`config.mk`:
```
export PLATFORM = sky130hd
export DESIGN_NAME = afc_csr
export DESIGN_NICKNAME = d
export VERILOG_FILES = /design/src/design/afc_pkg.sv /design/src/design/afc_csr.sv
export SDC_FILE = /design/constraint.sdc
export NUM_CORES = 1
export LEC_CHECK = 0
export BUFFER_PORTS_ARGS = -buffer_cell sky130_fd_sc_hd__buf_2
export CAP_MARGIN = 20
export CORE_MARGIN = 2
export CORE_UTILIZATION = 45
export CTS_CLUSTER_DIAMETER = 150
export CTS_CLUSTER_SIZE = 40
export DETAILED_ROUTE_END_ITERATION = 7
export GPL_ROUTABILITY_DRIVEN = 0
export PLACE_DENSITY = 0.67
export SYNTH_ARGS = -nofsm -noshare
export SYNTH_HDL_FRONTEND = slang
export SYNTH_SLANG_ARGS = --single-unit
```
`constraint.sdc`:
```
create_clock -name clock -period 1.6 [get_ports clock]
set_input_delay 0.08 -clock clock [delete_from_list [all_inputs] [get_ports clock]]
set_output_delay 0.08 -clock clock [all_outputs]
set_load 0.05 [all_outputs]
```
`src/design/afc_pkg.sv`:
```
// afc_pkg: shared constants, types and field helpers for the bounding-box
// frustum culler. No dependencies; imported by every afc_* module.
package afc_pkg;

   localparam int NUM_PLANES      = 6;
   localparam int FIELD_WIDTH     = 16;
   localparam int COORD_WIDTH_DEF = 16;
   localparam int WORD_WIDTH      = 64;
   localparam int PROD_WIDTH      = 2 * FIELD_WIDTH;
   localparam int ACC_WIDTH       = PROD_WIDTH + 2;
   localparam int FRAC_SHIFT      = 12;
   localparam int RND_WIDTH       = ACC_WIDTH - FRAC_SHIFT;
   localparam int ROUND_BIAS      = 2048;
   localparam int D_SHIFT         = 14;
   localparam int CSR_ADDR_WIDTH  = 6;
   localparam int CSR_DATA_WIDTH  = 64;
   localparam int CSR_IDX_LSB     = 3;
   localparam int REQ_DATA_WIDTH  = 288;
   localparam int RSP_DATA_WIDTH  = 8;

   typedef logic [WORD_WIDTH-1:0]         word_type;
   typedef logic signed [FIELD_WIDTH-1:0] field_type;

   // Register indexes of the plane file
   typedef enum logic [2:0] {
      REG_PLANE_LEFT   = 3'd0,
      REG_PLANE_RIGHT  = 3'd1,
      REG_PLANE_BOTTOM = 3'd2,
      REG_PLANE_TOP    = 3'd3,
      REG_PLANE_FAR    = 3'd4,
      REG_PLANE_NEAR   = 3'd5
   } reg_idx_type;

   // Lanes of a packed 64-bit word: 0..2 are x,y,z coefficients or normal,
   // lane 3 is translation or plane offset.
   localparam logic [1:0] LANE_X = 2'd0;
   localparam logic [1:0] LANE_Y = 2'd1;
   localparam logic [1:0] LANE_Z = 2'd2;
   localparam logic [1:0] LANE_W = 2'd3;

   function automatic field_type lane16(input word_type w, input logic [1:0] idx);
      return field_type'(w[{idx, 4'b0000} +: FIELD_WIDTH]);
   endfunction

endpackage

```
`src/design/afc_csr.sv`:
```
// afc_csr: APB-style register file holding the six 64-bit frustum planes.
// Depends on afc_pkg.
module afc_csr
   import afc_pkg::*;
(
   input  logic                      clock,
   input  logic                      reset,
   input  logic                      csr_psel,
   input  logic                      csr_penable,
   input  logic                      csr_pwrite,
   input  logic [CSR_ADDR_WIDTH-1:0] csr_paddr,
   input  logic [CSR_DATA_WIDTH-1:0] csr_pwdata,
   output logic [CSR_DATA_WIDTH-1:0] csr_prdata,
   output logic                      csr_pready,
   output word_type                  planes [NUM_PLANES]
);

   word_type    plane_ff [NUM_PLANES];
   logic        wr_en;
   reg_idx_type idx;

   assign csr_pready = 1'b1;
   assign wr_en      = csr_psel && csr_penable && csr_pwrite && csr_pready;
   assign idx        = reg_idx_type'(csr_paddr[CSR_ADDR_WIDTH-1:CSR_IDX_LSB]);

   always_ff @(posedge clock) begin
      if (reset) begin
         for (int i = 0; i < NUM_PLANES; i++) plane_ff[i] <= '0;
      end else if (wr_en) begin
         case (idx)
            REG_PLANE_LEFT:   plane_ff[0] <= csr_pwdata;
            REG_PLANE_RIGHT:  plane_ff[1] <= csr_pwdata;
            REG_PLANE_BOTTOM: plane_ff[2] <= csr_pwdata;
            REG_PLANE_TOP:    plane_ff[3] <= csr_pwdata;
            REG_PLANE_FAR:    plane_ff[4] <= csr_pwdata;
            REG_PLANE_NEAR:   plane_ff[5] <= csr_pwdata;
            default: ;
         endcase
      end
   end

   always_comb begin
      case (idx)
         REG_PLANE_LEFT:   csr_prdata = plane_ff[0];
         REG_PLANE_RIGHT:  csr_prdata = plane_ff[1];
         REG_PLANE_BOTTOM: csr_prdata = plane_ff[2];
         REG_PLANE_TOP:    csr_prdata = plane_ff[3];
         REG_PLANE_FAR:    csr_prdata = plane_ff[4];
         REG_PLANE_NEAR:   csr_prdata = plane_ff[5];
         default:          csr_prdata = '0;
      endcase
   end

   assign planes = plane_ff;

endmodule

```
## After elaboration in Yosys (flattened, before gate mapping)

Index checks and enable logic that the tools add are counted.

| operators by class | value |
|---|---|
| add/sub/neg operators | 0 |
| multipliers | 0 |
| divide/modulo/power cells | 0 |
| magnitude comparators | 0 |
| equal/unequal tests | 5 |
| shift operators | 0 |
| muxes and demuxes | 1 |
| bitwise logic cells | 0 |
| reductions and logical operators | 9 |

Operators with widths:

| operator | number |
|---|---|
| $pmux 64 s6 | 1 |
| $reduce_and 2->1 | 6 |
| $eq 3x2->1 const B | 2 |
| $eq 3x3->1 const B | 2 |
| $eq 3x1->1 const B | 1 |
| $logic_not 3->1 | 1 |
| $logic_and 1x1->1 | 2 |

| word-level totals | value |
|---|---|
| register bits | 384 |
| latch bits | 0 |
| memory bits (writable) | 0 |
| bits in read-only memories | 0 |
| bits of input ports | 75 |
| output and inout bits | 449 |
| word-level logic and storage cells | 21 |
| memories | 0 |

## Logic depth before layout (Yosys ltp)

| logic depth | value |
|---|---|
| depth in word-level cells | 3 |
| gate-level depth with buffers | 7 |
| mapped depth without buffers | 3 |

## Least setup slack after synthesis

Ideal clock, no wire load.

| path | value |
|---|---|
| path type | flip-flop to output port |
| start | register plane_ff, in the netlist planes[11] |
| end | output csr_prdata[11] |
| arrival time | 2.041 ns |
| required time | 1.520 ns |
| path slack | -0.521 ns |
| cell stages (with the launch flop) | 4 |
| buffers on the path | 0 |
| cell sequence | dfxtp_1 -> mux2_2 -> a22oi_1 -> o21ai_0 |

| on the way | value |
|---|---|
| longest elaborated chain between the ends | 1 |

RTL lines:

| what | line | source |
|---|---|---|
| start, declared | afc_csr.sv:18 | `word_type plane_ff [NUM_PLANES];` |
| $pmux 64 s6 | afc_csr.sv:43 | `case (idx)` |
| end, declared | afc_csr.sv:13 | `output logic [CSR_DATA_WIDTH-1:0] csr_prdata,` |

Every way passes these cells.

## Final worst setup path

| path | value |
|---|---|
| start | register plane_ff, in the netlist planes[355] |
| end | output csr_prdata[35] |

Same word-level chain as after synthesis.

==> key figures <==
STA
  • Max Clock Freq: about 570 MHz
  • Final setup violation count: 50
  • Tmin final: 1760 ps
  • Worst Skew: 0 ps
  • Final Hold Viols: 0
  • Final WS setup: -160.3 ps
  • Final period util: 110.0%
  • Setup TNS: -2753 ps
  • Unrepaired setup endpoints after global routing: true
  • Final slew viol count: 0

Die
  • Die W: approximately 200 um
  • Starting Density: a little under half
  • Core Box Area: slightly below 40000 sq um
  • Row count: 73
  • I/O pin count: roughly 520
  • Die Y-Extent: between 200 and 250 um
  • DIE AREA: about 41000 sq um

Yosys
  • Synth Instances: 1704
  • Sequential cell area fraction in the yosys report: 42.86%
  • Top cells by area, synth: dfxtp_1 43%, mux2i_1 24%, nand2b_1 16%
  • Post-synthesis area per instance: 10.53 sq um
  • Cell Area, Synth: about 18000 sq um
  • Post-synth net total: roughly 1800
  • Number of synthesized register bits: about 380
  • Post-synth top area cell: dfxtp_1
  • Cell variety after synth: 28
  • Share of the synthesized area in the top cell type: a little over two fifths
  • Synth Warn #: 0

Worst setup path
  • CP Launch Type: flip-flop
  • R2R Setup Slk: ~760 ps
  • CP Depth: 5
  • Crit-path cells: mux2i_1, or3_1, o221ai_2, buf_4, buf_8
  • Crit Path Category: reg2out
  • CP delay by family, top: flip-flops
  • Slowest cell on crit path: dfxtp_2
  • CP max stage delay: between 300 and 400 ps
  • CP Capture Type: output pin
  • WP data arrival: 1680 ps
  • Buf+Inv Stages, Crit Path: 2
  • Crit path required time: 1520 ps
  • Worst r2r path cells: 4
  • Critical-path maximum fanout: 2

Global route
  • Initial antenna violation count: 1
  • GR Util met2: a little over half
  • Met1 Usage GRT: a little under two fifths
  • Global-route wire length before repair: about 100000 um
  • GRT overflow: 0
  • Global Route Usage Sum: a little under a third
  • Met3 Usage GRT: approximately 6.3%
  • Largest net degree at the start of global routing: 73
  • GR peak layer: met2
  • Vias in the first global route: between 15000 and 20000

Placement
  • Number of port buffers: 519
  • Placed cells: 2684
  • Area post-placement: 21940 sq um
  • Hpwl dp: around 45000 um

Clock tree
  • Sink Count: 384
  • Number of buffers created by CTS: 13
  • CTS tree: built
  • CTS clk-pin slew, worst paths: 140 ps
  • Longest Clk Path Bufs: 3
  • Root Buffer: clkbuf_16
  • Worst-Skew Late Latency: 530 ps
  • CTS H-tree depth: 1

Finish
  • Nets: 2460
  • Area grow syn2layout: 42.34%
  • Most frequent cells in the layout: 451 x buf_2, 450 x nand2b_1, 420 x mux2i_1
  • Post-route insts no fill: a little under 3000
  • Final Util: between 60 and 70%
  • Layout cells sized above 1: between 50% and 60%
  • Commonest non-fill, non-tap cell in the layout: buf_2
  • Max reg flops: between 300 and 400
  • Post-route cell area: roughly 26000 sq um

Detailed routing
  • Wirelength per Cell: roughly 23 um
  • Routed WL: roughly 67000 um
  • Number of remaining DRC errors: 0
  • Via density: ~5.5
  • Pre-Repair DR Iteration Count: 5
  • Initial drt markers: between 800 and 900
  • Vias: 15960
  • Antenna-violating nets left: 0

Status
  • Status: finished with violations
  • Violated checks: negative setup slack

Worst hold path
  • WHS Path Cells: 3
  • Worst min path class: in2reg

Power
  • PD cells: ~650 nW/um^2
  • VDD IR-drop max: 0.6521 mV
  • Tot Pwr: around 16 mW
  • Leakage power: between 10 and 15 nW

Run
  • Max-cap violations: 0
## area by class of cell
class	instances	area, sq um
Antenna cell	1	2.502
Clock inverter	1	16.27
Timing Repair Buffer	810	5904
Fill cell	3171	14020
Tap cell	525	656.9
Clock buffer	13	325.3
Inverter	1	3.754
Multi-Input combinational cell	1175	10710
Sequential cell	384	7909
## per-stage QoR
step	worst slack (ps)	hold slack, ps
floorplan	-194.9	337.8
global placement	-89.36	467.4
detailed placement	-101.5	472.6
CTS	-178.2	5.268
global route	-247.7	11.75
finish	-160.3	29.11
## power by group
group | total [mW] | switching, mW | leakage, nW | internal (mW)
Combinational | 2.24 | 1.37 | 9.91 | 0.877
Sequential | 9.69 | 0.0555 | 3.19 | 9.63
Clock | 4.53 | 3.01 | 0.168 | 1.52
Total | 16.5 | 4.44 | 13.3 | 12.0
## logic make-up (layout without fill, tap and decap cells)
logic type             count (synthesis)  after routing  share of synthesized area, %
and+or+nand+nor                      485            485                         16.82
DFF                                  384            384                         42.86
AOI/OAI and AO/OA                    162            162                         6.432
buffers and inverters                145            825                         3.718
other                                  1              2                       0.02091
muxes                                527            527                         30.15
## synth_stat cells (all sizes together)
cell,number
a221oi,11
a21oi,11
buf,68
mux2,105
nor2b,4
nor2,2
mux2i,422
o21ai,38
dfxtp,384
clkinv,1
nand2b,450
conb,1
clkbuf,76
and4b,1
a22oi,65
and2,4
nor3b,1
o221ai,15
a32oi,22
and4,1
nand2,14
or3,8
## path summary, 6_finish.rpt
check	startpoint	end
max	planes[355]	csr_prdata[35]
min	reset	planes[63]
max reg2reg	planes[225]	planes[225]
min reg2reg	planes[40]	planes[40]
## worst min-delay path, stage by stage
cell and delay [ps]:
clkbuf_8 220, nand2b_1 150, mux2i_1 70
## layer usage
| layer | share of wire [%] | routed length [um] | up-vias |
|---|---|---|---|
| met2 | 48 | 31980 | 591 |
| met5 | 0 | 0 | - |
| met3 | 7.1 | 4747 | 141 |
| met4 | 4.1 | 2761 | 0 |
| met1 | 41 | 27600 | 7931 |
| li1 | - | - | 7297 |
## timing repair
| action | CTS | global route |
|---|---|---|
| setup buffers | 137 | 10 |
| pin swaps | 36 | 19 |
| hold endpoints to repair | 378 | 0 |
| endpoints found under the setup margin | 64 | 64 |
| hold buffers | 64 | 0 |
| resized for setup | 396 | 75 |
No activity file was read; power rests on OpenSTA's default activity.
